File: config.mk
export PLATFORM = sky130hd
export DESIGN_NAME = ad_cell
export DESIGN_NICKNAME = d
export VERILOG_FILES = /design/src/hdl/alert_dedup_set_with_flush_macros.svh /design/src/hdl/ad_pkg.sv /design/src/hdl/ad_cell.sv
export SDC_FILE = /design/constraint.sdc
export NUM_CORES = 1
export LEC_CHECK = 0
export ABC_CLOCK_PERIOD_IN_PS = 1500
export BUFFER_PORTS_ARGS = -buffer_cell sky130_fd_sc_hd__buf_2
export CAP_MARGIN = 20
export CORE_MARGIN = 2
export CORE_UTILIZATION = 36
export DETAILED_ROUTE_END_ITERATION = 16
export GPL_ROUTABILITY_DRIVEN = 0
export GPL_TIMING_DRIVEN = 0
export PLACE_DENSITY_LB_ADDON = 0.2
export SLEW_MARGIN = 20
export SYNTH_ARGS = -nofsm -noshare
export SYNTH_HDL_FRONTEND = slang
export SYNTH_SLANG_ARGS = --single-unit
File: constraint.sdc
create_clock -name clk -period 1.5 [get_ports clk]
set_clock_uncertainty 0.1 [all_clocks]
set_input_delay 0.3 -clock clk [delete_from_list [all_inputs] [get_ports clk]]
set_output_delay 0.3 -clock clk [all_outputs]
set_load 0.01 [all_outputs]
File: src/hdl/alert_dedup_set_with_flush_macros.svh
// Assertion macros shared by the duplicate-suppression block.
`ifndef ALERT_DEDUP_SET_WITH_FLUSH_MACROS_SVH
`define ALERT_DEDUP_SET_WITH_FLUSH_MACROS_SVH

// Same-cycle implication, sampled on clk, disabled during rst
`define AD_ASSERT_NOW(label, ante, cons, msg) \
  label: assert property (@(posedge clk) disable iff (rst) (ante) |-> (cons)) \
    else $error(msg);

// Next-cycle implication, sampled on clk, disabled during rst
`define AD_ASSERT_NEXT(label, ante, cons, msg) \
  label: assert property (@(posedge clk) disable iff (rst) (ante) |=> (cons)) \
    else $error(msg);

`endif

File: src/hdl/ad_pkg.sv
// Shared types and constants for the duplicate-suppression block.
package ad_pkg;

  localparam int unsigned AddrW = 32;
  localparam int unsigned RuleW = 32;
  localparam int unsigned TimeW = 32;
  localparam int unsigned IntvW = 16;
  localparam logic [IntvW-1:0] IntvReset = 16'd10;

  // One stored (address, rule) pair
  typedef struct packed {
    logic [AddrW-1:0] addr;
    logic [RuleW-1:0] rule;
  } pair_t;

  // Item sequencer states
  typedef enum logic {
    ST_IDLE,
    ST_LOOKUP
  } st_t;

endpackage

File: src/hdl/ad_cell.sv
// One table cell: holds a pair, shifts it on insert, compares it with the key.
module ad_cell #(
  parameter int unsigned IDX = 0,
  parameter int unsigned CW  = 7
) (
  input  logic          clk,
  input  logic          shift_en,
  input  ad_pkg::pair_t prev,
  input  ad_pkg::pair_t key,
  input  logic [CW-1:0] fill,
  output ad_pkg::pair_t held,
  output logic          hit
);
  import ad_pkg::*;

  // occupied cells are the lowest fill entries, newest at the head
  always_ff @(posedge clk) begin
    if (shift_en) begin
      held <= prev;
    end
  end

  assign hit = (fill > CW'(IDX)) && (held == key);

endmodule

### Word-level counts from Yosys, hierarchy flattened

Cells that the tools add are included.

| cells by class | value |
|---|---|
| muxes and demuxes | 0 |
| bitwise gates (word level) | 0 |
| shift-type cells | 0 |
| multipliers | 0 |
| eq/ne operators | 1 |
| reductions and logical operators | 1 |
| add/sub/neg operators | 0 |
| order comparisons | 1 |
| div/mod/pow operators | 0 |

Operator list:

| cell | count |
|---|---|
| $eq A64 B64 Y1 | 1 |
| $gt A7 B1 Y1 const B | 1 |
| $logic_and A1 B1 Y1 | 1 |

| word-level totals | value |
|---|---|
| word-level logic and storage cells | 5 |
| register bits after elaboration | 64 |
| memories | 0 |
| RAM bits | 0 |
| bits in latches | 0 |
| bits in read-only memories | 0 |
| bits of input ports | 137 |

### Depth between registers and ports, before layout

Gate-level depths: netlist (run 1).

| depth | value |
|---|---|
| depth in word-level cells | 2 |
| depth in mapped cells | 5 |

### Least setup slack after synthesis (run 1)

OpenSTA, ideal clock, no wires.

| timing path | value |
|---|---|
| path type | register to output |
| start | register held[8] (netlist bit) |
| end | output port hit |
| stages on the path, launching flop included | 6 |
| data arrival time | 1.331 ns |
| slack | -0.231 ns |
| data required time | 1.100 ns |
| cell sequence | edfxtp_1 xnor2_1 nand4_1 a2111oi_1 nand3_1 nor3_2 |

| on the way | value |
|---|---|
| cells in the longest elaborated chain, start to end | 2 |

RTL lines:

| what | line | RTL |
|---|---|---|
| start: declaration | ad_cell.sv:11 | `output ad_pkg::pair_t held,` |
| start signal: assignment | ad_cell.sv:19 | `held <= prev;` |
| $eq A64 B64 Y1 | ad_cell.sv:23 | `assign hit = (fill > CW'(IDX)) && (held == key);` |
| $logic_and A1 B1 Y1 | ad_cell.sv:23 |  |
| end: declaration | ad_cell.sv:12 | `output logic hit` |

Every way passes these cells.

### Worst setup path after layout (run 1)

| timing path | value |
|---|---|
| start | register held[63] (netlist bit) |
| end | output port hit |

The elaborated chain is that of the path after synthesis.

==> results_dict.tcl, run 1 <==
set metrics [dict create \
    status "finished, violations left" \
    violations "setup timing" \
    grt_first_pass_wirelength_um 9760 \
    num_rows 31 \
    power_density_nw_per_um2 1090 \
    tritoncts "built" \
    synth-adder-area-share_pct 0 \
    grt_pass1_vias 2065 \
    yosysWarnings 0 \
    fillers 609 \
    diodes 0 \
    regMostFlops "held" \
    num_vias 2039 \
    drive_above_1_share_pct 59.5 \
    share_clk_of_total_power_pct 34.7 \
    synth-seq-cells 64 \
    via_per_inst 4.37 \
    yosysSeqAreaShare_pct 72.5 \
    wl_met1_um 2320 \
    ant_nets 0 \
    period_share_pct 150 \
    clockBufferDepth 2 \
    drtPass1Iterations 4 \
    synth_area_per_cell_um2 17.4 \
    finalMaxSlewViolations 0 \
    cp_max_fo 2 \
    fmaxAchievable_mhz 444 \
    cts_setup_buffers 0 \
    antenna_found_initial 0 \
    syn2layout_area_growth_pct 51.0 \
    top_regs "held: 64 flops" \
    start_util_pct 36.9 \
    dieHeight_um 89.8 \
    netlist.top_cell.by_area "edfxtp_1" \
    start_kind "flip-flop" \
    synthSimpleGateAreaFrac_pct 5.71 \
    synthTopCellsByArea "edfxtp_1, xor2_1, xnor2_1" \
    totalPowerFinal_mw 4.36 \
    synth_common_cells "edfxtp_1, xor2_1, xnor2_1" \
    synth_edf_count 64 \
    io_pins 202 \
    period_needed_ns 2.25 \
    clkSinkCount 64 \
    worst_slack_ns -0.750 \
    slew_headroom_pct 46.8 \
    largest_reg_flops 64 \
    wl_met3_um 623 \
    grtUsageTotal_pct 15.8 \
    die_w_um 89.8 \
    worstPathRequired_ns 1.10 \
    clockRootBuffer "clkbuf_8" \
    share_seq_of_total_power_pct 51.0 \
    synthesis.nets 289 \
    nNetsFinal 501 \
    drc 0 \
    synthArstFlopShare_pct 0 \
    worstSetupPathType "reg -> out" \
    synth_top_area_share_pct 72.5 \
    hold_buffers 0 \
    die_area_um2 8070 \
    p_leak_nw 1.75 \
    core_area_um2 7180 \
    synth_top_family_by_area "XOR/XNOR gates" \
    wl_met2_um 3280 \
    portBuffers 201 \
    hold_violations 0 \
    ys.flop_type "edfxtp_1" \
    synth_cell_types 11 \
    ir_worst_vdd_mv 0.697 \
    numCtsBuffers 9 \
    rsz0062_at_grt "true" \
    htree_levels 3 \
    synth-xor-area-share_pct 21.4 \
    combPwrFrac_pct 14.2 \
    min_path_type "in -> reg" \
    arrival_ns 1.85 \
    drv_cap 0 \
    tightest_slew_ns 0.798 \
    pre_cts_slack_ns -0.569 \
    totalWireLength_um 6320 \
    cellInternalPower_mw 3.38 \
    synth_area_um2 2650 \
    setup_viol 1 \
    hpwl_um 5110 \
    synthMuxAreaShare_pct 0 \
    highest_layer "met4" \
    synth_compound_area_share_pct 0.378 \
    swShare_pct 22.4 \
    synth_most_common_cell "edfxtp_1" \
    grt-ovfl-total 0 \
    wire_per_inst_um 13.5 \
    clkTransAtPathRegs_ns 0.07 \
    grt_max_degree 65 \
    dr.first_iter.drc_count 44 \
    critPathCaptureType "output port" \
    synth_cells 152 \
    p_sw_uw 977 \
]
-- critical path, cell delays in order, from the launching register on --
cell	delay [ns]
edfxtp_1	0.42
xnor2_1	0.16
nand4_1	0.13
a2111oi_2	0.39
nand3_1	0.18
nor3_2	0.11
buf_2	0.15
-- final timing paths --
check	from	to	depth (start not counted)	slack, ns
min	prev[53]	held[53]$_DFFE_PP_	1	0.04
max	held[63]$_DFFE_PP_	hit	6	-0.75
-- cells in the final DEF, fill, tap and decap left out, types with 2 or more instances in the layout --
master / count
xnor2_1: 26
clkbuf_8: 9
xnor2_2: 2
buf_2: 200
bufinv_16: 2
nand4_1: 9
clkinv_1: 2
edfxtp_1: 64
nor4_1: 9
nor4_2: 2
xor2_1: 36
-- power groups by stage --
stage               logic (mW)  registers, mW  clock network (mW)
floorplan                0.173           2.33                   0
global placement         0.613           2.26                   0
detailed placement       0.624           2.27                   0
CTS                      0.629           2.23                1.56
global route             0.682           2.24                1.64
finish                   0.621           2.22                1.51
-- routing by layer --
metal	track usage, %	up-vias
met4	6.54	0
met1	17.3	912
met5	0	-
met3	6.29	10
li1	-	995
met2	27.3	122
-- stage by stage --
stage	setup TNS (ns)	instance area, um^2	hold WS [ns]	util (%)	std cells
6_report	-0.750	4000	0.0400	55.8	467
5_1_grt	-0.886	4000	0.0149	55.8	467
4_1_cts	-0.808	4000	0.0233	55.7	467
3_5_place_dp	-0.569	3780	0.378	52.7	452
3_3_place_gp	-22.14	3780	0.376	52.7	452
2_1_floorplan	-0.231	2650	0.299	-	152
-- cell type report --
type	count	area, um^2	share of cell area [%]
Tap cell	99	124	3.09
Multi-Input combinational cell	88	748	18.7
Clock inverter	5	72.6	1.81
Clock buffer	10	128	3.19
Sequential cell	64	1920	48.0
Timing Repair Buffer	201	1010	25.2
-- logic make-up after synthesis --
| group | Yosys count |
|---|---|
| DFF | 64 |
| and+or+nand+nor | 23 |
| AOI/OAI and AO/OA | 1 |
| xor gates and xnor gates | 64 |
-- what timing repair did --
action                     4_1_cts  5_1_grt
gates resized for setup          2        1
setup endpoints to repair        1        1
gates cloned                     0        0
pin swaps                        1        1
(Power assumes the default switching activity.)
==> inputs of run 2 (changes only) <==
--- a/config.mk
+++ b/config.mk
@@ -8,7 +8,6 @@
 export ABC_CLOCK_PERIOD_IN_PS = 1500
 export BUFFER_PORTS_ARGS = -buffer_cell sky130_fd_sc_hd__buf_2
 export CAP_MARGIN = 20
-export CORE_MARGIN = 2
 export CORE_UTILIZATION = 36
 export DETAILED_ROUTE_END_ITERATION = 16
 export GPL_ROUTABILITY_DRIVEN = 0
==> run 2 against run 1 <==
Net effect:
- first-iteration DRC count increased by 20%
- critical path type unchanged
- clock-buffer cell count shrank 1
- global-route usage is 0.26 points higher
- setup slack better by 0.010 ns
- design area down 0.28%
- maximum frequency increased by 0.46%
- die area decreased by 4.4%
- the flow still finishes with violations (setup timing)
- sequential power hardly changed
- highest routed layer unchanged
- clock power down 13%
- sequential cell count did not move
- power fell by 4.2%
==> results_dict.tcl, run 2 (synthesis results as in run 1) <==
set metrics [dict create \
    crit_slowest_cell "edfxtp_1" \
    period_share_pct 149 \
    min_path_type "in -> reg" \
    period_needed_ns 2.24 \
    clkTransAtPathRegs_ns 0.07 \
    fin_util_pct 57.5 \
    worstPathRequired_ns 1.10 \
    numCtsBuffers 9 \
    nNetsFinal 502 \
    fmaxAchievable_mhz 447 \
    critPathMaxStageDelay_ns 0.42 \
    worstSetupPathType "reg -> out" \
    dp.cells 449 \
    fillers 591 \
    die_area_um2 7710 \
    start_kind "flip-flop" \
    ant_nets 0 \
    grt_pass1_vias 2046 \
    final_cell_mix "buf_2, edfxtp_1, xor2_1, xnor2_1" \
    p_leak_nw 1.74 \
    cp_cell_sequence "xnor2_1, nand4_1, a2111oi_4, nand3_2, nor3_2, buf_2" \
    drv_cap 0 \
    power_density_nw_per_um2 1050 \
    syn2layout_area_growth_pct 50.5 \
    finalMaxSlewViolations 0 \
    pre_cts_slack_ns -0.573 \
    top_regs "held: 64 flops" \
    slew_headroom_pct 46.2 \
    arrival_ns 1.84 \
    drtPass1Iterations 4 \
    grt_max_degree 65 \
    regArea_um2 1920 \
    htree_levels 3 \
    die_w_um 87.8 \
    final_common_cell "buf_2" \
    worstHoldStart "prev[43]" \
    worst_slack_ns -0.740 \
    regMostFlops "held" \
    clkSinkCount 64 \
    tritoncts "built" \
    totalWireLength_um 6520 \
    grt_first_pass_wirelength_um 8940 \
    rsz0062_at_grt "true" \
    num_rows 30 \
    antenna_found_initial 0 \
    critPathCaptureType "output port" \
    start_util_pct 38.2 \
    diodes 0 \
    cp_max_fo 2 \
    placed_area_um2 3780 \
    grtUsageTotal_pct 16.0 \
    hold_violations 0 \
    dieHeight_um 87.8 \
    drive_above_1_share_pct 59.6 \
    multi_input_area_um2 758 \
    ir_worst_vdd_mv 0.592 \
    status "finished, violations left" \
    design_area_um2 3990 \
    largest_reg_flops 64 \
    drc 0 \
    core_area_um2 6940 \
    io_pins 202 \
    dr.first_iter.drc_count 53 \
    critPathLaunch "held[31]$_DFFE_PP_" \
    setup_viol 1 \
    portBuffers 201 \
    violations "setup timing" \
    via_per_inst 4.47 \
    clockBufferDepth 2 \
    num_vias 2080 \
    grt-ovfl-total 0 \
    hpwl_um 5210 \
    tightest_slew_ns 0.808 \
    clockRootBuffer "clkbuf_8" \
    final-instance-count-excl-fill 465 \
    hold_buffers 0 \
    wire_per_inst_um 14.0 \
]
-- run 2: cell count changes in the layout (fill, tap and decap cells not counted) --
cell       previous run  this run
bufinv_16             2         1
a2111oi_2             1         0
xnor2_1              26        27
nand3_1               1         0
clkinv_1              2         3
clkbuf_1              1         0
a2111oi_4             0         1
xnor2_2               2         1
clkinv_2              1         2
nand3_2               0         1
buf_4                 1         2
-- run 2: power by group --
part           internal, mW  switching [mW]  total (mW)
Combinational         0.335           0.293       0.628
Sequential             2.14          0.0928        2.23
Clock                 0.735           0.587        1.32
-- run 2: layout make-up --
cell class,count,share of cell area (%)
Multi-Input combinational cell,88,19.0
Sequential cell,64,48.2
Timing Repair Buffer,202,25.5
Clock inverter,6,1.29
Clock buffer,9,3.10
Tap cell,96,3.01
-- run 2: per-stage QoR --
step,power [mW],setup TNS (ns),hold slack [ns]
global route,4.38,-0.912,0.0208
global placement,2.87,-22.66,0.376
CTS,4.23,-0.805,0.0278
floorplan,2.50,-0.231,0.299
finish,4.18,-0.740,0.0431
detailed placement,2.89,-0.573,0.378
-- run 2: path summary, 6_finish.rpt --
path                  to  slack (ns)  depth (start not counted)
max                  hit       -0.74                          6
min   held[43]$_DFFE_PP_        0.04                          1
-- run 2: what timing repair did --
action                                  in CTS  in global routing
buffers inserted                             1                  0
gates resized for setup                      3                  1
pin swaps                                    4                  2
endpoints found under the setup margin       1                  1
hold endpoints to repair                     0                  0
-- run 2: routing by layer --
layer  share of wire, %  up-vias  GRT usage (%)  wire length [um]
met5                  0        -              0                 0
met4                1.9        0           8.64               121
met3                9.5       14           5.09               617
met2                 54      125           30.7              3550
met1                 34      944           14.9              2240
li1                   -      997              -                 -
-- run 2: critical path: cells and delay by family (launching register included) --
family                    cells  cell delay (ns)
DFF                           1             0.42
AOI/OAI and AO/OA             1             0.39
and+or+nand+nor               3             0.38
xor gates and xnor gates      1             0.16
buffers and inverters         1             0.15
