File: config.mk
export PLATFORM = sky130hd
export DESIGN_NAME = ad_window
export DESIGN_NICKNAME = d
export VERILOG_FILES = /design/src/hdl/alert_dedup_set_with_flush_macros.svh /design/src/hdl/ad_pkg.sv /design/src/hdl/ad_window.sv
export SDC_FILE = /design/constraint.sdc
export NUM_CORES = 1
export LEC_CHECK = 0
export ABC_CLOCK_PERIOD_IN_PS = 12700
export BUFFER_PORTS_ARGS = -buffer_cell sky130_fd_sc_hd__buf_2
export CAP_MARGIN = 20
export CORE_MARGIN = 5
export CORE_UTILIZATION = 30
export CTS_CLUSTER_DIAMETER = 120
export DETAILED_ROUTE_END_ITERATION = 16
export PLACE_DENSITY_LB_ADDON = 0.05
export SYNTH_ARGS = -nofsm -noshare
export SYNTH_HDL_FRONTEND = slang
export SYNTH_SLANG_ARGS = --single-unit
File: constraint.sdc
create_clock -name clk -period 12.7 [get_ports clk]
set_input_delay 3.81 -clock clk [delete_from_list [all_inputs] [get_ports clk]]
set_output_delay 3.81 -clock clk [all_outputs]
set_load 0.01 [all_outputs]
File: src/hdl/alert_dedup_set_with_flush_macros.svh
// Assertion macros shared by the duplicate-suppression block.
`ifndef ALERT_DEDUP_SET_WITH_FLUSH_MACROS_SVH
`define ALERT_DEDUP_SET_WITH_FLUSH_MACROS_SVH

// Same-cycle implication, sampled on clk, disabled during rst
`define AD_ASSERT_NOW(label, ante, cons, msg) \
  label: assert property (@(posedge clk) disable iff (rst) (ante) |-> (cons)) \
    else $error(msg);

// Next-cycle implication, sampled on clk, disabled during rst
`define AD_ASSERT_NEXT(label, ante, cons, msg) \
  label: assert property (@(posedge clk) disable iff (rst) (ante) |=> (cons)) \
    else $error(msg);

`endif

File: src/hdl/ad_pkg.sv
// Shared types and constants for the duplicate-suppression block.
package ad_pkg;

  localparam int unsigned AddrW = 32;
  localparam int unsigned RuleW = 32;
  localparam int unsigned TimeW = 32;
  localparam int unsigned IntvW = 16;
  localparam logic [IntvW-1:0] IntvReset = 16'd10;

  // One stored (address, rule) pair
  typedef struct packed {
    logic [AddrW-1:0] addr;
    logic [RuleW-1:0] rule;
  } pair_t;

  // Item sequencer states
  typedef enum logic {
    ST_IDLE,
    ST_LOOKUP
  } st_t;

endpackage

File: src/hdl/ad_window.sv
// Flush interval register and time-window tracking.
module ad_window (
  input  logic                    clk,
  input  logic                    rst,
  input  logic                    cfg_valid,
  input  logic [ad_pkg::IntvW-1:0] cfg_data,
  input  logic                    accept,
  input  logic [ad_pkg::TimeW-1:0] time_s,
  output logic                    flush
);
  import ad_pkg::*;

  logic [IntvW-1:0] interval;
  logic             window_open;
  logic [TimeW-1:0] window_start;
  logic [TimeW-1:0] elapsed;

  // a closed window opens at this item, so elapsed is zero then
  assign elapsed = time_s - (window_open ? window_start : time_s);
  assign flush   = !elapsed[TimeW-1] && (elapsed > TimeW'(interval));

  always_ff @(posedge clk) begin
    if (rst) begin
      interval     <= IntvReset;
      window_open  <= 1'b0;
      window_start <= '0;
    end else begin
      if (cfg_valid) begin
        interval <= cfg_data;
      end
      if (accept) begin
        if (flush) begin
          window_open <= 1'b0;
        end else if (!window_open) begin
          window_open  <= 1'b1;
          window_start <= time_s;
        end
      end
    end
  end

endmodule

# Yosys cells after proc, flatten, opt, wreduce, memory -nomap -nowiden
# Cells that the tools add are included.
[word_totals] register_bits=49 inputBits=52 output_inout_bits=1 word_cells=11
[op_classes] n_addsub=1 order_cmp=1 n_mux=2 bitwise=1 n_reduce_logical=3
[op_table] cell="$gt A32 B16 Y1" count=1
[op_table] cell="$mux W32" count=1
[op_table] cell="$sub A32 B32 Y32" count=1
[op_table] cell="$reduce_and A2 Y1" count=1
[op_table] cell="$logic_and A1 B1 Y1" count=1
[op_table] cell="$logic_not A1 Y1" count=1
[op_table] cell="$mux W1" count=1
[op_table] cell="$not A1 Y1" count=1

# Longest topological paths before layout
# Gate-level depths: netlist of the first run.
[logic_depth] ltp_word=6 ltp_mapped=25 mapped_depth_nobuf=22

# Worst setup path before layout of the first run
# Ideal clock, no wire load.
[synth_timing] path_type="input-to-output" start="input time_s[1] (netlist name)" end="output flush" arrival_ns=7.825 required_time_ns=8.890 slack_ns=1.065 stages=19 path_buffers=0 cell_sequence="inv_1 o21ai_0 inv_1 ha_1 nand2b_1 a21o_1 a211o_1 a21oi_1 nor2_1 o21ai_0 xor2_1 ha_1 and4_1 a221oi_1 nand4bb_1 nand3_1 or4b_1 or4_4 o31a_1"
[synth_between] elab_chain_cells=4
[synth_lines] element="start: declaration" line_no="ad_window.sv:8" text="input logic [ad_pkg::TimeW-1:0] time_s,"
[synth_lines] element="$mux W32"
[synth_lines] element="$sub A32 B32 Y32 (*)" line_no="ad_window.sv:19" text="assign elapsed = time_s - (window_open ? window_start : time_s);"
[synth_lines] element="$gt A32 B16 Y1 or $logic_not A1 Y1 (tied branches)" line_no="ad_window.sv:20" text="assign flush = !elapsed[TimeW-1] && (elapsed > TimeW'(interval));"
[synth_lines] element="$logic_and A1 B1 Y1 (*)" line_no="ad_window.sv:20"
[synth_lines] element="end: declaration" line_no="ad_window.sv:9" text="output logic flush"
# Every way passes the cells marked *; elsewhere a longest branch is shown, timed or not.

# Final worst setup path of the first run
[layout_timing] start="input time_s[0] (netlist name)" end="output flush"
# Same word-level chain as after synthesis.

==> results of run 1 <==
## final cells by class
cell class                 instances  area (um2)  share of cell area
tap                              188         235              0.0460
clock buffer                       5         125              0.0245
clock inverter                     3        22.5             0.00441
timing repair buffer              55         283              0.0553
inverter                          30         113              0.0220
sequential                        49         982               0.192
multi-input combinational        462        3350               0.656
## Yosys cell counts (all sizes together) (3+ instances only)
master and n:
a21oi 54, a21o 7, buf 16, nand2b 6, nor3 4, dfxtp 49, mux2i 48, o211ai 9
nand4 7, nor4 3, o21a 6, o21ai 34, xnor2 9, clkbuf 13, o21bai 3, a211oi 38
ha 49, a31oi 5, nor2 70, nand3 7, inv 30, or3 6, xor2 9, nand2 52
## placed cells by master, fill, tap and decap left out, types with 7 or more instances in the layout
cell / count
nand4_1: 7
xnor2_1: 9
inv_1: 30
buf_2: 52
xor2_1: 9
ha_1: 49
mux2i_1: 48
nand3_1: 7
o211ai_1: 9
a21o_1: 7
a211oi_2: 30
a211oi_1: 8
a21oi_1: 52
o21ai_0: 27
dfxtp_1: 48
nor2_1: 69
nand2_1: 52
## state kept, by name, summed over array words and instances (netlist names)
register / count
window_start: 32
interval: 16
window_open: 1
## power by group
| part | switching (mW) | total [mW] | internal (mW) |
|---|---|---|---|
| Combinational | 0.239 | 0.394 | 0.155 |
| Clock | 0.0645 | 0.138 | 0.0731 |
| Sequential | 0.0137 | 0.191 | 0.177 |
## path summary, 6_finish.rpt
path | cells after the start | endpoint | startpoint
worst max register to register | 19 | window_start[0] | window_open
worst min-delay path | 2 | interval[15] | interval[15]
worst min register to register | 2 | interval[15] | interval[15]
worst max-delay path | 22 | flush | time_s[0]
## worst min-delay path, stage by stage, from the launching register on
cell and delay, ps:
dfxtp_1 330, mux2i_1 60, nor2_1 70
## through the flow
stage               setup slack (ps)  instances  hold slack [ps]  utilization  instance area (um2)
floorplan                       1070        570              460            -                 4600
global placement                 589        784              476        0.329                 4960
detailed placement               422        784              479        0.329                 4960
CTS                              395        792              494        0.339                 5110
global route                    31.3        792              516        0.339                 5110
finish                           384        792              493        0.339                 5110
## kinds of logic after synthesis
family          Yosys count  share of synthesized area
compound gates          178                      0.287
simple gates            167                      0.163
buf+inv                  59                     0.0577
fa+ha+maj                50                      0.138
mux                      49                      0.107
flops                    49                      0.213
xor+xnor                 18                     0.0343
## routing by layer
metal,global-route usage,up-vias,part of all wire
met1,0.225,1935,0.55
li1,-,2147,-
met4,0.0343,0,0.0093
met5,0,-,0
met3,0.0251,8,0.037
met2,0.225,66,0.41
==> metrics.txt, run 1 <==
H-tree depth 2; predominant post-synthesis flop cell dfxtp_1; setup fix buffers added after clock tree synthesis 0; CTS buffer count 5; floorplan row count 45; cell types with the largest area share after synthesis dfxtp_1 21%, ha_1 13%, mux2i_1 10%, a211oi_2 8.2%, a21oi_1 5.7%; net count of the mapped netlist 672; type of origin of the critical path input port; number of global-route vias before repair 4146; GPL Wtd Cong 0.804; root buffer cell clkbuf_16; register clock-pin slew on the reported worst setup and hold paths 60 ps; GRT Overall Usage 0.151; Skew-Pair Late Insertion Delay 300 ps; unrepaired setup endpoints after global routing false; register-to-register path setup slack 6370 ps; final max-slew violation count 0; count of routing violations after the opening detailed-route iteration 158; share of the synthesized area in the top cell type 0.213; final WL 13.2 mm; Buf+Inv Stages, Crit Path 3; area of the die 17900 um2; Setup Viol. Count Final 0; core area 15100 um2; overall power after layout 722 uW; Vias/cell 5.25; total power divided by cell area 141 nW/um2; worst-case clock skew 7.09 ps; CP Data Required Time 8890 ps; number of fill cells in the layout 1640; remaining global-route overflow 0; portion of the post-synthesis area used by sequential elements 0.213; Pre-antenna DRT Iters 4; number of maximum-capacitance violations 0; Yosys top cell by area dfxtp_1; gate family responsible for the most delay along the worst path compound AO/OA/AOI/OAI gates; effective utilization at floorplan 0.305; die outline height 134 um; crit end category output pin; proportion of layout cells with a drive suffix above 1 0.169; CP Class in -> out; cell area after synthesis 4600 um2; number of antenna repair diodes 0; # resized after CTS 0; clock tree from TritonCTS done; leakage component of the power 2.08 nW; relative slew slack 0.452; first-pass GRT wire length 21.8 mm; average wire per cell in the routed design 16.7 um; number of vias in the routed layout 4156; Max IR drop VDD 54.6 uV; Hold-fix buffers, CTS 0; worst-case clock buffer depth 2; async set or reset register ratio after synthesis 0; area grow syn2layout 11.2%; number of enable flip-flop cells after synthesis 0; Yosys warning count 0; sink count of the clock tree 49; number of nets at the end of the flow 705; number of ports placed on the die boundary 53; number of buffers added on ports 52; CP max stage delay 520 ps; final HPWL from detailed placement 10.5 mm; mean instance size in the synthesized netlist 8.06 um2; actual transition at the worst max-transition pin 823 ps; synthesized instance count 570; synthesis-stage register bit count 49; library cells used by synthesis 60; remaining number of nets flagged by the antenna check after routing 0; initial antenna violation count 0; slowest stage cell, crit path or4_4; count of endpoints failing hold in the final timing report 0; cell chain of the critical path buf_2, inv_1, o21ai_0, ha_1, fa_1, nand2b_1, a21oi_1, nor2_1, o21ai_0, a21o_1, a21oi_1, xnor2_1, ha_1, nand2_1, o21ai_0, a221oi_1, nand4bb_1, nand3_1, or4b_1, or4_4, o31a_1, buf_2; share of the clock period used by the worst path after layout 0.970; Highest Clock Rate 81.2 MHz; result of the run finished clean; CP max FO 3; worst endpoint data arrival time 8510 ps; Final min period 12320 ps; maximum number of pins on one net before global-route repair 64; total negative setup slack 0 ps; path class of the lowest-slack min-delay path reg -> reg; Die Width 134 um; most frequent cell on the critical path o21ai_0; remaining routing DRC violations 0
Power figures use the tool's default switching activity.
==> inputs of run 2 (changes only) <==
--- a/config.mk
+++ b/config.mk
@@ -5,13 +5,14 @@
 export SDC_FILE = /design/constraint.sdc
 export NUM_CORES = 1
 export LEC_CHECK = 0
-export ABC_CLOCK_PERIOD_IN_PS = 12700
+export ABC_CLOCK_PERIOD_IN_PS = 13500
 export BUFFER_PORTS_ARGS = -buffer_cell sky130_fd_sc_hd__buf_2
 export CAP_MARGIN = 20
 export CORE_MARGIN = 5
 export CORE_UTILIZATION = 30
 export CTS_CLUSTER_DIAMETER = 120
 export DETAILED_ROUTE_END_ITERATION = 16
+export GPL_TIMING_DRIVEN = 0
 export PLACE_DENSITY_LB_ADDON = 0.05
 export SYNTH_ARGS = -nofsm -noshare
 export SYNTH_HDL_FRONTEND = slang
==> constraint.sdc (replaced) <==
create_clock -name clk -period 13.5 [get_ports clk]
set_input_delay 4.05 -clock clk [delete_from_list [all_inputs] [get_ports clk]]
set_output_delay 4.05 -clock clk [all_outputs]
set_load 0.01 [all_outputs]
==> run 2 against run 1 <==
Power is 3.2% lower. Flip-flop and latch count unchanged. Combinational power shrank 2%. Sequential power is 8% lower. Hold slack better by 5.0 ps. Via count grew 2.5%. Non-clock buffer count up 25. Clock skew is 1.8 ps higher. Clock power about the same. Global-route usage up 0.38 points. First-iteration DRC count rose by 28%. Critical path depth down 1. Largest cell class unchanged. Largest power group unchanged. Highest routed layer unchanged.
==> metrics.txt, run 2 (same netlist as run 1, synthesis figures left out) <==
result of the run finished clean; # resized after CTS 0; CP Data Required Time 9450 ps; area grow syn2layout 14.0%; average wire per cell in the routed design 16.7 um; path class of the lowest-slack min-delay path reg -> reg; commonest non-fill, non-tap cell in the layout nor2_1; effective utilization at floorplan 0.305; remaining routing DRC violations 0; Biggest register window_start; gate family responsible for the most delay along the worst path compound AO/OA/AOI/OAI gates; clock tree from TritonCTS done; final WL 13.6 mm; CP Class in -> out; Vias/cell 5.21; die outline height 134 um; final max-slew violation count 0; Largest regs window_start: 32 flops, interval: 16 flops, window_open: 1 flops; CP max FO 5; remaining global-route overflow 0; CP max stage delay 520 ps; total negative setup slack 0 ps; relative slew slack 0.326; GPL Wtd Cong 0.876; count of endpoints failing hold in the final timing report 0; first-pass GRT wire length 22.4 mm; crit end category output pin; sink count of the clock tree 49; Highest Clock Rate 77.1 MHz; Skew-Pair Late Insertion Delay 310 ps; worst endpoint data arrival time 8910 ps; cell chain of the critical path buf_2, inv_1, o21ai_0, inv_1, ha_1, nand2b_1, a21o_1, a211o_1, a21oi_1, nor2_1, o21ai_0, xor2_1, ha_1, and4_1, a221oi_1, nand4bb_1, nand3_1, or4b_1, or4_4, o31a_1, buf_2; worst reg-to-reg path cell count 21; number of vias in the routed layout 4259; remaining number of nets flagged by the antenna check after routing 0; worst-case clock skew 8.94 ps; setup fix buffers added after clock tree synthesis 0; Max IR drop VDD 46.2 uV; Buf+Inv Stages, Crit Path 4; register clock-pin slew on the reported worst setup and hold paths 80 ps; number of buffers added on ports 51; core area 15100 um2; Worst Min Path Start interval[2]; Die Width 134 um; worst-case clock buffer depth 2; combined flip-flop and latch cell area 981 um2; number of maximum-capacitance violations 0; Hold-fix buffers, CTS 0; proportion of layout cells with a drive suffix above 1 0.176; GRT Overall Usage 0.154; number of fill cells in the layout 1642; Pre-antenna DRT Iters 4; root buffer cell clkbuf_16; share of the clock period used by the worst path after layout 0.960; endpoint of the worst-slack reg-to-reg timing path window_start[22]; maximum number of pins on one net before global-route repair 19; Final min period 12960 ps; Setup Viol. Count Final 0; number of global-route vias before repair 4334; slowest stage cell, crit path or4_4; type of origin of the critical path input port; most frequent cells in the layout 69 x nor2_1, 59 x buf_2, 52 x nand2_1, 52 x a21oi_1; count of routing violations after the opening detailed-route iteration 203; total power divided by cell area 133 nW/um2; worst hold path stage count 2; number of antenna repair diodes 0; leakage component of the power 2.16 nW; initial antenna violation count 0; flip-flop count of the largest register after layout 32; unrepaired setup endpoints after global routing false; floorplan row count 45; CTS buffer count 5; final HPWL from detailed placement 11.0 mm; number of ports placed on the die boundary 53; worst reg2reg path startpoint window_open; combined area of the multi-input logic cells 3350 um2; number of nets at the end of the flow 730; area of the die 17900 um2; Worst Hold Endpoint interval[2]; actual transition at the worst max-transition pin 1010 ps; register-to-register path setup slack 6640 ps; Fin Hold WS 498 ps; H-tree depth 2
run 2: cell count changes in the layout (fill, tap and decap cells not counted):
cell / before / now
dfxtp_2: 1 / 0
buf_6: 0 / 3
dfxtp_1: 48 / 49
clkbuf_1: 0 / 13
buf_1: 0 / 2
buf_2: 52 / 59
clkinvlp_4: 3 / 0
inv_6: 0 / 1
clkinv_4: 0 / 1
inv_8: 0 / 1
run 2: worst max path at each step:
stage / endpoint / slack, ps / depth (start not counted) / startpoint
2_1_floorplan: flush / 1390 / 19 / time_s[1]
3_3_place_gp: flush / 460 / 22 / time_s[0]
3_5_place_dp: flush / 490 / 22 / time_s[0]
4_1_cts: flush / 460 / 22 / time_s[0]
5_1_grt: flush / 220 / 21 / time_s[1]
6_report: flush / 540 / 21 / time_s[1]
run 2: where the power goes:
group          internal, mW  switching (mW)  leakage [nW]
logic                 0.152           0.233          1.68
clock network        0.0713          0.0670        0.0763
registers             0.166          0.0100         0.405
total                 0.389           0.310          2.16
run 2: layout make-up:
cell class / instances / area share
tap: 188 / 0.0449
clock buffer: 5 / 0.0239
clock inverter: 3 / 0.00549
buffer: 29 / 0.0291
timing repair buffer: 51 / 0.0487
sequential: 49 / 0.187
multi-input combinational: 462 / 0.639
inverter: 30 / 0.0215
run 2: stage by stage:
stage	power, mW	setup slack, ps	utilization	cells	instance area, um2
2_1_floorplan	0.466	1390	-	570	4600
3_3_place_gp	0.560	456	0.337	809	5090
3_5_place_dp	0.564	488	0.337	809	5090
4_1_cts	0.709	457	0.347	817	5240
5_1_grt	0.761	217	0.347	817	5240
6_report	0.699	535	0.347	817	5240
run 2: per-layer routing:
| layer | GRT usage | up-vias | wire (um) |
|---|---|---|---|
| met2 | 0.236 | 71 | 5730 |
| li1 | - | 2203 | - |
| met5 | 0 | - | 0 |
| met4 | 0.0303 | 0 | 168 |
| met3 | 0.0281 | 12 | 461 |
| met1 | 0.227 | 1973 | 7250 |
run 2: worst min-delay path, cell delays in order (launching register included):
cell and delay, ps:
dfxtp_1 330, mux2i_1 70, nor2_1 70
==> inputs of run 3 (changes only) <==
--- a/config.mk
+++ b/config.mk
@@ -9,7 +9,7 @@
 export BUFFER_PORTS_ARGS = -buffer_cell sky130_fd_sc_hd__buf_2
 export CAP_MARGIN = 20
 export CORE_MARGIN = 5
-export CORE_UTILIZATION = 30
+export CORE_UTILIZATION = 41
 export CTS_CLUSTER_DIAMETER = 120
 export DETAILED_ROUTE_END_ITERATION = 16
 export GPL_TIMING_DRIVEN = 0
==> run 3 against run 2 <==
Global-route usage increased by 3.7 points. Non-clock buffer count unchanged. Sequential power about the same. Core utilization increased by 13 points. Design area decreased by 1.3%. Register-to-register slack improved by 90 ps. Sequential share of layout area increased by 0.24 points. Clock power decreased by 7%. Highest routed layer unchanged.
==> metrics.txt, run 3 (same netlist as run 1, synthesis figures left out) <==
Max IR drop VDD 68.4 uV; Pre-antenna DRT Iters 5; die outline height 116 um; effective utilization at floorplan 0.420; Clk network pwr share 0.188; floorplan row count 38; Setup Viol. Count Final 0; setup fix buffers added after clock tree synthesis 0; number of antenna repair diodes 0; Critical Path End flush; switching portion of total power 0.435; number of buffers added on ports 51; net switching power 298 uW; total negative setup slack 0 ps; CP max FO 5; actual transition at the worst max-transition pin 923 ps; worst endpoint data arrival time 8810 ps; Die Width 116 um; CP max stage delay 530 ps; GPL Wtd Cong 0.865; first-pass GRT wire length 20.6 mm; area of the die 13400 um2; number of nets at the end of the flow 730; share of the clock period used by the worst path after layout 0.953; final cell area excluding filler cells 5170 um2; result of the run finished clean; number of vias in the routed layout 4358; Highest Clock Rate 77.7 MHz; internal power component 387 uW; CTS buffer count 5; path class of the lowest-slack min-delay path reg -> reg; cell chain of the critical path buf_2, inv_1, o21ai_0, inv_1, ha_1, nand2b_1, a21o_1, a211o_1, a21oi_1, nor2_1, o21ai_0, xor2_1, ha_1, and4_1, a221oi_1, nand4bb_1, nand3_1, or4b_1, or4_4, o31a_1, buf_2; placed standard-cell area 5030 um2; final max-slew violation count 0; commonest non-fill, non-tap cell in the layout nor2_1; remaining global-route overflow 0; total power divided by cell area 132 nW/um2; maximum number of pins on one net before global-route repair 17; crit end category output pin; GRT Overall Usage 0.192; number of fill cells in the layout 1187; root buffer cell clkbuf_16; initial antenna violation count 0; Final Util 0.473; number of global-route vias before repair 4097; Hold-fix buffers, CTS 0; worst-case clock buffer depth 2; count of endpoints failing hold in the final timing report 0; # resized after CTS 0; Largest regs window_start: 32 flops, interval: 16 flops, window_open: 1 flops; H-tree depth 2; average wire per cell in the routed design 16.4 um; Vias/cell 5.67; endpoint of the worst-slack reg-to-reg timing path window_start[23]; startpoint of the most critical setup path time_s[1]; number of maximum-capacitance violations 0; flip-flop count of the largest register after layout 32; number of placed instances, taps included 761; count of routing violations after the opening detailed-route iteration 231; final WL 12.6 mm; unrepaired setup endpoints after global routing false; Seq pwr share 0.258; area grow syn2layout 12.5%; clock tree from TritonCTS done; relative slew slack 0.385; sink count of the clock tree 49; most frequent cells in the layout 69 x nor2_1, 59 x buf_2, 52 x nand2_1, 52 x a21oi_1; remaining routing DRC violations 0; remaining number of nets flagged by the antenna check after routing 0; CP Class in -> out; leakage component of the power 2.16 nW; Final min period 12860 ps; core area 10900 um2; number of ports placed on the die boundary 53; Skew-Pair Late Insertion Delay 300 ps; worst-case clock skew 9.99 ps; proportion of layout cells with a drive suffix above 1 0.176; register clock-pin slew on the reported worst setup and hold paths 70 ps; register-to-register path setup slack 6730 ps; type of origin of the critical path input port; final HPWL from detailed placement 10.1 mm; Gate power share 0.554; slowest stage cell, crit path or4_4; Biggest register window_start; worst reg-to-reg path cell count 22; worst reg2reg path startpoint window_open; Layout Cells excl Fill 769; CP Data Required Time 9450 ps
-- run 3: power by group through the flow --
stage	sequential, mW	clock, mW	combinational (mW)
global route	0.179	0.137	0.426
global placement	0.179	0	0.371
CTS	0.177	0.132	0.379
detailed placement	0.180	0	0.377
finish	0.177	0.129	0.380
floorplan	0.177	0	0.289
-- run 3: worst min path at each step --
stage                         start               to  slack, ps  cells after the start
detailed placement      interval[7]      interval[7]        480                      2
global placement    window_start[0]  window_start[0]        480                      2
floorplan              interval[10]     interval[10]        460                      2
finish                  interval[7]      interval[7]        500                      2
CTS                     interval[7]      interval[7]        500                      2
global route        window_start[0]  window_start[0]        520                      2
-- run 3: through the flow --
stage	hold WS, ps	power, mW	worst slack, ps
global placement	475	0.550	623
finish	497	0.685	637
CTS	501	0.688	607
global route	516	0.742	195
detailed placement	483	0.557	638
floorplan	460	0.466	1390
-- run 3: final cells by class --
| class | instances | area [um2] | share of cell area |
|---|---|---|---|
| flip-flops and latches | 49 | 981 | 0.190 |
| repair buffers | 51 | 255 | 0.0493 |
| well taps | 140 | 175 | 0.0339 |
| clock inverters | 3 | 21.3 | 0.00411 |
| clock buffers | 5 | 125 | 0.0242 |
| multi-input cells | 462 | 3350 | 0.648 |
| plain buffers | 29 | 153 | 0.0295 |
| inverters | 30 | 113 | 0.0218 |
-- run 3: critical path, delay by kind of cell --
family | cells | cell delay, ps
AO/OA/AOI/OAI | 7 | 1910
AND/OR/NAND/NOR | 7 | 1620
adder cells (fa/ha/maj) | 2 | 570
buffers and inverters | 4 | 410
XOR/XNOR | 1 | 240
-- run 3: per-layer routing --
metal,vias up,track usage,wire [um],share of wire
li1,2195,-,-,-
met1,2043,0.296,6530,0.52
met2,112,0.282,5340,0.42
met3,8,0.0308,638,0.051
met4,0,0.0340,89,0.0071
met5,-,0,0,0
